--- config.mk ---
export PLATFORM = sky130hd
export DESIGN_NAME = debounced_encoder_step_counter
export DESIGN_NICKNAME = d
export VERILOG_FILES = /design/src/rtl/desc_pkg.sv /design/src/rtl/desc_mode.sv /design/src/rtl/desc_count.sv /design/src/rtl/debounced_encoder_step_counter.sv
export SDC_FILE = /design/constraint.sdc
export NUM_CORES = 1
export LEC_CHECK = 0
export ABC_AREA = 1
export BUFFER_PORTS_ARGS = -buffer_cell sky130_fd_sc_hd__buf_2
export CAP_MARGIN = 20
export CORE_MARGIN = 2
export CORE_UTILIZATION = 55
export DETAILED_ROUTE_END_ITERATION = 8
export GPL_TIMING_DRIVEN = 1
export PLACE_DENSITY = 0.77
export SYNTH_ARGS = -nofsm -noshare
export SYNTH_HDL_FRONTEND = slang
export SYNTH_HIERARCHICAL = 1
export SYNTH_SLANG_ARGS = --single-unit
--- constraint.sdc ---
create_clock -name clock -period 10.05 [get_ports clock]
set_input_delay 1.005 -clock clock [delete_from_list [all_inputs] [get_ports clock]]
set_output_delay 1.005 -clock clock [all_outputs]
set_load 0.01 [all_outputs]
--- src/rtl/desc_pkg.sv ---
// shared constants, types and helper functions for the encoder step counter
package desc_pkg;

   localparam int NUM_BUTTONS = 8;
   localparam int MASK_W      = 8;
   localparam int HIST_W      = 16;
   localparam int COUNT_LIMIT = 1023;
   localparam int CNT_W       = 10;
   localparam int STEP_W      = 3;
   localparam int PHASE_W     = 2;
   localparam int NUM_ENC     = 2;
   localparam int ENC_W       = PHASE_W * NUM_ENC;
   localparam int REQ_DATA_W  = 16;
   localparam int RSP_DATA_W  = 24;

   localparam logic [HIST_W-1:0]  PRESS_PATTERN = HIST_W'('h000F);
   localparam logic [CNT_W-1:0]   LIMIT_VALUE   = CNT_W'(COUNT_LIMIT);
   localparam logic [CNT_W:0]     LIMIT_EXT     = (CNT_W+1)'(COUNT_LIMIT);
   localparam logic [PHASE_W-1:0] PHASE_IDLE    = 2'b11;
   localparam logic [PHASE_W-1:0] PHASE_UP      = 2'b01;
   localparam logic [PHASE_W-1:0] PHASE_DOWN    = 2'b10;

   typedef struct packed {
      logic [MASK_W-1:0] mask;
      logic [STEP_W-1:0] step;
   } mode_info_type;

   // index of the single set bit, zero when none or several are set
   function automatic logic [STEP_W-1:0] find_step(input logic [MASK_W-1:0] mask);
      logic [STEP_W-1:0] idx;
      logic [3:0]        ones;
      idx  = '0;
      ones = '0;
      for (int i = 0; i < MASK_W; i++) begin
         if (mask[i]) begin
            ones = ones + 4'd1;
            idx  = STEP_W'(i);
         end
      end
      return (ones == 4'd1) ? idx : '0;
   endfunction

   // one encoder's effect on the counter
   function automatic logic [CNT_W-1:0] apply_encoder(input logic [CNT_W-1:0]   cnt,
                                                      input logic [PHASE_W-1:0] prev,
                                                      input logic [PHASE_W-1:0] curr,
                                                      input logic [STEP_W-1:0]  step);
      logic [CNT_W:0]   sum;
      logic [CNT_W-1:0] res;
      res = cnt;
      sum = {1'b0, cnt} + (CNT_W+1)'(step);
      if (prev == PHASE_IDLE) begin
         if (curr == PHASE_UP) begin
            res = (sum >= LIMIT_EXT) ? CNT_W'(1) : sum[CNT_W-1:0];
         end else if (curr == PHASE_DOWN) begin
            res = (CNT_W'(step) > cnt) ? LIMIT_VALUE : cnt - CNT_W'(step);
         end
      end
      return res;
   endfunction

endpackage

--- src/rtl/desc_mode.sv ---
// button press histories, toggle mask and step selection
module desc_mode (
   input  logic                          clock,
   input  logic                          reset,
   input  logic                          advance,
   input  logic [desc_pkg::MASK_W-1:0]   button_pins_n,
   output desc_pkg::mode_info_type       mode_next
);

   logic [desc_pkg::HIST_W-1:0] hist_ff [desc_pkg::NUM_BUTTONS];
   logic [desc_pkg::HIST_W-1:0] hist_in [desc_pkg::NUM_BUTTONS];
   logic [desc_pkg::MASK_W-1:0] mask_ff;
   logic [desc_pkg::MASK_W-1:0] mask_in;
   logic                        hit;
   logic [desc_pkg::STEP_W-1:0] hit_idx;

   always_comb begin
      hit     = 1'b0;
      hit_idx = '0;
      for (int i = 0; i < desc_pkg::NUM_BUTTONS; i++) begin
         hist_in[i] = {hist_ff[i][desc_pkg::HIST_W-2:0], ~button_pins_n[i]};
         // later buttons win
         if (hist_in[i] == desc_pkg::PRESS_PATTERN) begin
            hit     = 1'b1;
            hit_idx = desc_pkg::STEP_W'(i);
         end
      end
      mask_in = mask_ff;
      if (hit) begin
         mask_in[hit_idx] = ~mask_ff[hit_idx];
      end
      mode_next.mask = mask_in;
      mode_next.step = desc_pkg::find_step(mask_in);
   end

   always_ff @(posedge clock) begin
      if (reset) begin
         mask_ff <= '0;
         for (int i = 0; i < desc_pkg::NUM_BUTTONS; i++) begin
            hist_ff[i] <= '0;
         end
      end else if (advance) begin
         mask_ff <= mask_in;
         for (int i = 0; i < desc_pkg::NUM_BUTTONS; i++) begin
            hist_ff[i] <= hist_in[i];
         end
      end
   end

   a_mask_hold: assert property (@(posedge clock) disable iff (reset)
      !advance |=> $stable(mask_ff))
      else $error("mode mask changed without a beat");

   a_step_onehot: assert property (@(posedge clock) disable iff (reset)
      (mode_next.step != '0) |-> $onehot(mode_next.mask))
      else $error("nonzero step without a single mask bit");

endmodule

--- src/rtl/desc_count.sv ---
// two-encoder step counter with wraparound
module desc_count (
   input  logic                         clock,
   input  logic                         reset,
   input  logic                         advance,
   input  logic [desc_pkg::ENC_W-1:0]   encoder_pins_n,
   input  logic [desc_pkg::STEP_W-1:0]  step,
   output logic [desc_pkg::CNT_W-1:0]   count_next
);

   logic [desc_pkg::ENC_W-1:0] phases_ff;
   logic [desc_pkg::ENC_W-1:0] phases_in;
   logic [desc_pkg::CNT_W-1:0] count_ff;
   logic [desc_pkg::CNT_W-1:0] count_mid;

   always_comb begin
      phases_in  = ~encoder_pins_n;
      // encoder one first, then encoder two on its result
      count_mid  = desc_pkg::apply_encoder(count_ff,
                                           phases_ff[desc_pkg::PHASE_W-1:0],
                                           phases_in[desc_pkg::PHASE_W-1:0], step);
      count_next = desc_pkg::apply_encoder(count_mid,
                                           phases_ff[desc_pkg::ENC_W-1:desc_pkg::PHASE_W],
                                           phases_in[desc_pkg::ENC_W-1:desc_pkg::PHASE_W],
                                           step);
   end

   always_ff @(posedge clock) begin
      if (reset) begin
         phases_ff <= '0;
         count_ff  <= '0;
      end else if (advance) begin
         phases_ff <= phases_in;
         count_ff  <= count_next;
      end
   end

   a_count_range: assert property (@(posedge clock) disable iff (reset)
      count_ff <= desc_pkg::LIMIT_VALUE)
      else $error("counter above limit");

   a_count_hold: assert property (@(posedge clock) disable iff (reset)
      !advance |=> $stable(count_ff))
      else $error("counter moved without a beat");

endmodule

--- src/rtl/debounced_encoder_step_counter.sv ---
// top level: input stage, mode and counter logic, result register
//
// Debounced button mode selector driving a two-encoder step counter.
// req channel: one beat per sampling tick, carrying eight active-low
// button pins and four active-low encoder phase pins.
// rsp channel: one beat per request beat, carrying the counter value,
// the toggled mode mask and the step size after that tick.
// A request beat is captured in the input stage; once the result
// register is empty or its beat is being taken, the history, mask and
// counter logic runs and the result is registered in the output stage,
// where it is valid on rsp until it is taken.
// Throughput is one beat per cycle while rsp_tready stays high, as the
// counter and mask registers update with each beat that moves on.
// While rsp_tready is low the result register holds its beat and the
// input stage can still take one more request; after that req_tready
// drops until the result is taken.
// Reset (synchronous, active high) clears all histories, the mask, the
// stored phases, the counter and both stage valid flags.
module debounced_encoder_step_counter (
   input  logic                              clock,
   input  logic                              reset,
   input  logic                              req_tvalid,
   output logic                              req_tready,
   // [7:0] button_pins_n, [11:8] encoder_pins_n, [15:12] zero
   input  logic [desc_pkg::REQ_DATA_W-1:0]   req_tdata,
   output logic                              rsp_tvalid,
   input  logic                              rsp_tready,
   // [9:0] count_value, [17:10] mode_mask, [20:18] step_size, [23:21] zero
   output logic [desc_pkg::RSP_DATA_W-1:0]   rsp_tdata
);

   localparam int RSP_USED_W = desc_pkg::CNT_W + desc_pkg::MASK_W + desc_pkg::STEP_W;

   logic                          s1_valid_ff;
   logic                          s1_valid_in;
   logic [desc_pkg::MASK_W-1:0]   s1_buttons_ff;
   logic [desc_pkg::ENC_W-1:0]    s1_enc_ff;
   logic                          out_valid_ff;
   logic                          out_valid_in;
   logic [RSP_USED_W-1:0]         out_data_ff;
   logic                          req_fire;
   logic                          s1_go;
   desc_pkg::mode_info_type       mode_next;
   logic [desc_pkg::CNT_W-1:0]    count_next;

   assign s1_go      = s1_valid_ff && (!out_valid_ff || rsp_tready);
   assign req_tready = !s1_valid_ff || s1_go;
   assign req_fire   = req_tvalid && req_tready;

   desc_mode u_mode (
      .clock         (clock),
      .reset         (reset),
      .advance       (s1_go),
      .button_pins_n (s1_buttons_ff),
      .mode_next     (mode_next)
   );

   desc_count u_count (
      .clock          (clock),
      .reset          (reset),
      .advance        (s1_go),
      .encoder_pins_n (s1_enc_ff),
      .step           (mode_next.step),
      .count_next     (count_next)
   );

   always_comb begin
      s1_valid_in = s1_valid_ff;
      if (req_fire) begin
         s1_valid_in = 1'b1;
      end else if (s1_go) begin
         s1_valid_in = 1'b0;
      end
      out_valid_in = out_valid_ff;
      if (s1_go) begin
         out_valid_in = 1'b1;
      end else if (rsp_tready) begin
         out_valid_in = 1'b0;
      end
   end

   always_ff @(posedge clock) begin
      if (reset) begin
         s1_valid_ff  <= 1'b0;
         out_valid_ff <= 1'b0;
      end else begin
         s1_valid_ff  <= s1_valid_in;
         out_valid_ff <= out_valid_in;
      end
   end

   always_ff @(posedge clock) begin
      if (req_fire) begin
         s1_buttons_ff <= req_tdata[desc_pkg::MASK_W-1:0];
         s1_enc_ff     <= req_tdata[desc_pkg::MASK_W +: desc_pkg::ENC_W];
      end
      if (s1_go) begin
         out_data_ff <= {mode_next.step, mode_next.mask, count_next};
      end
   end

   assign rsp_tvalid = out_valid_ff;
   assign rsp_tdata  = {(desc_pkg::RSP_DATA_W - RSP_USED_W)'(0), out_data_ff};

   a_beat_to_result: assert property (@(posedge clock) disable iff (reset)
      s1_go |=> out_valid_ff)
      else $error("processed beat did not reach the result register");

endmodule

==> results.cfg <==
[clocking]
cts.clk_slew.worst_paths_ps = 70
cts_tree = yes
numCtsBuffers = 17
clock_path_buffers = 2
htreeDepth = 4
cts-root-buf = clkbuf_16
clkLatencyLatePin_ps = 430
clock_sinks = 177

[timing]
max_freq_mhz = 106
finalMaxSlewViolations = 0
skew_ps = 12.7
maxSlewHeadroom = 0.311
timing_hold_violations_final = 0
tns_ps = 0
worst_slew_pin_slew_ps = 1030
finalCritPeriodShare = 0.940
fin_crit_ps = 9440
setup_violations = 0

[layout]
multi_input_area_um2 = 4160
antenna_cells = 0
seqCellArea_um2 = 5070
final_nets = 1255
drive_gt1_frac = 0.215
area_delta_synth_final_pct = 12.2
fin_area_um2 = 11300
nFillCells = 1462

[floorplanning]
die_area_um2 = 19400
dieWidth_um = 139
coreArea_um2 = 18000
io_pins = 46
start_util = 0.560
rows = 49
die_h_um = 139

[yosys]
synth-seq-cells = 177
ys_types = 52
synth_commonest_cells = 216 x nor2_1, 212 x inv_1, 173 x nand2_1
yosysMostFrequentCell = nor2_1
yosys.area.top_type = edfxtp_1
syn_avg_cell_area_um2 = 8.67
synthCells = 1161
synth-main-ff-cell = edfxtp_1
synth_edf_count = 153
synth_top_area_frac = 0.456
synth_seq_area_share = 0.504
synth_warnings = 6
async_flop_share = 0
syn_area_um2 = 10100
synth_area_leaders = edfxtp_1 46%, nor2_1 8.1%, inv_1 7.9%

[place]
place_congestion = 0.908
dp_hpwl_mm = 13.2
place_area_um2 = 10500
port-buffer-count = 38

[drt]
drc = 0
ant_nets = 0
drt_iter0_drc = 640
first_pass_iters = 5
vias_per_cell = 5.11
wl_per_cell_um = 13.5
dr_total_vias = 7430
wl_mm = 19.6

[run_status]
status = finished, final reports clean

[critical_path]
end_kind = flop
arrival_ps = 9640
cp_max_fo = 9
cp-start-kind = flop
path_class = reg -> reg
cp_data_required_time_ps = 10250
cp_slowest_cell = fa_2
cpPeakStageDelay_ps = 440
cpMostUsedCell = nand2_1

[global_route]
grt_overflow = 0
use_met2 = 0.335
grt_pass1_wl_mm = 32.2
antenna_found_initial = 0
top_usage_layer = met2
grt_use_total = 0.203
use_met1 = 0.274
grt_pass1_vias = 6935
met3_usage = 0.0341
grt_max_degree = 98

[power]
leakage_nw = 5.01
ir_drop_v = 0.000128
power_density_nw_per_um2 = 151

[hold_path]
min_path_type = reg -> reg

[run]
max_cap_viol_count = 0
[layer usage]
layer  vias up  wire, um
met1      3465      9090
met2       151      9460
li1       3791         -
met5         -         0
met4         0       329
met3        23       740
[what timing repair did]
item                                    4_1_cts  5_1_grt
endpoints found under the setup margin        0       20
buffers inserted                              0        9
hold endpoints to repair                      0        0
hold buffers                                  0        0
gates resized for setup                       0       34
[power breakdown]
part           internal [W]  switching [W]
clock network      0.000356       0.000307
registers          0.000849      0.0000242
logic             0.0000505       0.000117
[final cells by class]
class,instances,area share
flip-flops and latches,177,0.449
clock inverters,14,0.0144
clock buffers,18,0.0380
repair buffers,55,0.0281
multi-input cells,731,0.368
inverters,230,0.0768
well taps,229,0.0254
[flip-flops by register name, summed over array words and instances (netlist names)]
register and cells:
s1_enc_ff 4, rsp_tvalid 1, s1_buttons_ff 8, u_mode/hist_ff 120, s1_valid_ff 1, out_data_ff 21
u_count/phases_ff 4, u_mode/mask_ff 8, u_count/count_ff 10
[worst paths after layout]
check	startpoint	to	slack (ps)	cells after the start
worst max register to register	s1_buttons_ff[3]$_DFFE_PP_	out_data_ff[4]$_DFFE_PP_	610	68
worst min register to register	s1_enc_ff[3]$_DFFE_PP_	u_count/phases_ff[3]$_SDFFE_PP0P_	450	1
worst max-delay path	s1_buttons_ff[3]$_DFFE_PP_	out_data_ff[4]$_DFFE_PP_	610	68
worst min-delay path	s1_enc_ff[3]$_DFFE_PP_	u_count/phases_ff[3]$_SDFFE_PP0P_	450	1
[worst max-delay path, delay by kind of cell (launching register included)]
kind	cells	cell delay (ps)
adders and majority gates	9	2500
DFF	1	410
buffers and inverters	9	650
AOI/OAI and AO/OA	6	1270
and+or+nand+nor	44	4340
[cells in the final DEF (no fill, tap or decap), types with 3 or more instances in the layout]
master,n
nor4_1,4
edfxtp_1,153
conb_1,3
clkinv_4,3
nand2_2,52
nand3_4,6
nand3_2,18
clkbuf_16,17
nor2_4,13
buf_2,38
nor3_1,7
a21oi_1,29
o21ai_2,3
o21bai_1,3
inv_2,18
o21ai_1,6
nor2_2,8
nand4_1,13
o22ai_1,7
nor2_1,213
buf_4,17
dfxtp_1,24
inv_8,6
ha_1,15
nand2_1,169
o21ai_0,27
nand3_1,64
nand2_4,18
inv_1,210
o211ai_1,4
a21oi_2,13
xor2_1,3
[through the flow]
step | total power, W | setup WS, ps | std cells | utilization | hold slack, ps
6_report | 0.00170 | 607 | 1454 | 0.629 | 452
5_1_grt | 0.00177 | -164 | 1454 | 0.629 | 485
4_1_cts | 0.00171 | 1.06 | 1444 | 0.617 | 453
3_5_place_dp | 0.00105 | 99.9 | 1412 | 0.584 | 442
3_3_place_gp | 0.00104 | 324 | 1412 | 0.584 | 440
2_1_floorplan | 0.00101 | 1110 | 1163 | - | 428
[cells by family (layout without fill, tap and decap cells)]
logic type	Yosys count	after routing	share of synthesized area
simple gates	598	599	0.298
fa+ha+maj	23	23	0.0316
buf+inv	256	317	0.101
xor+xnor	5	5	0.00435
other cells	1	3	0.000372
compound gates	101	101	0.0606
flops	177	177	0.504
No activity file was read; power rests on OpenSTA's default activity.
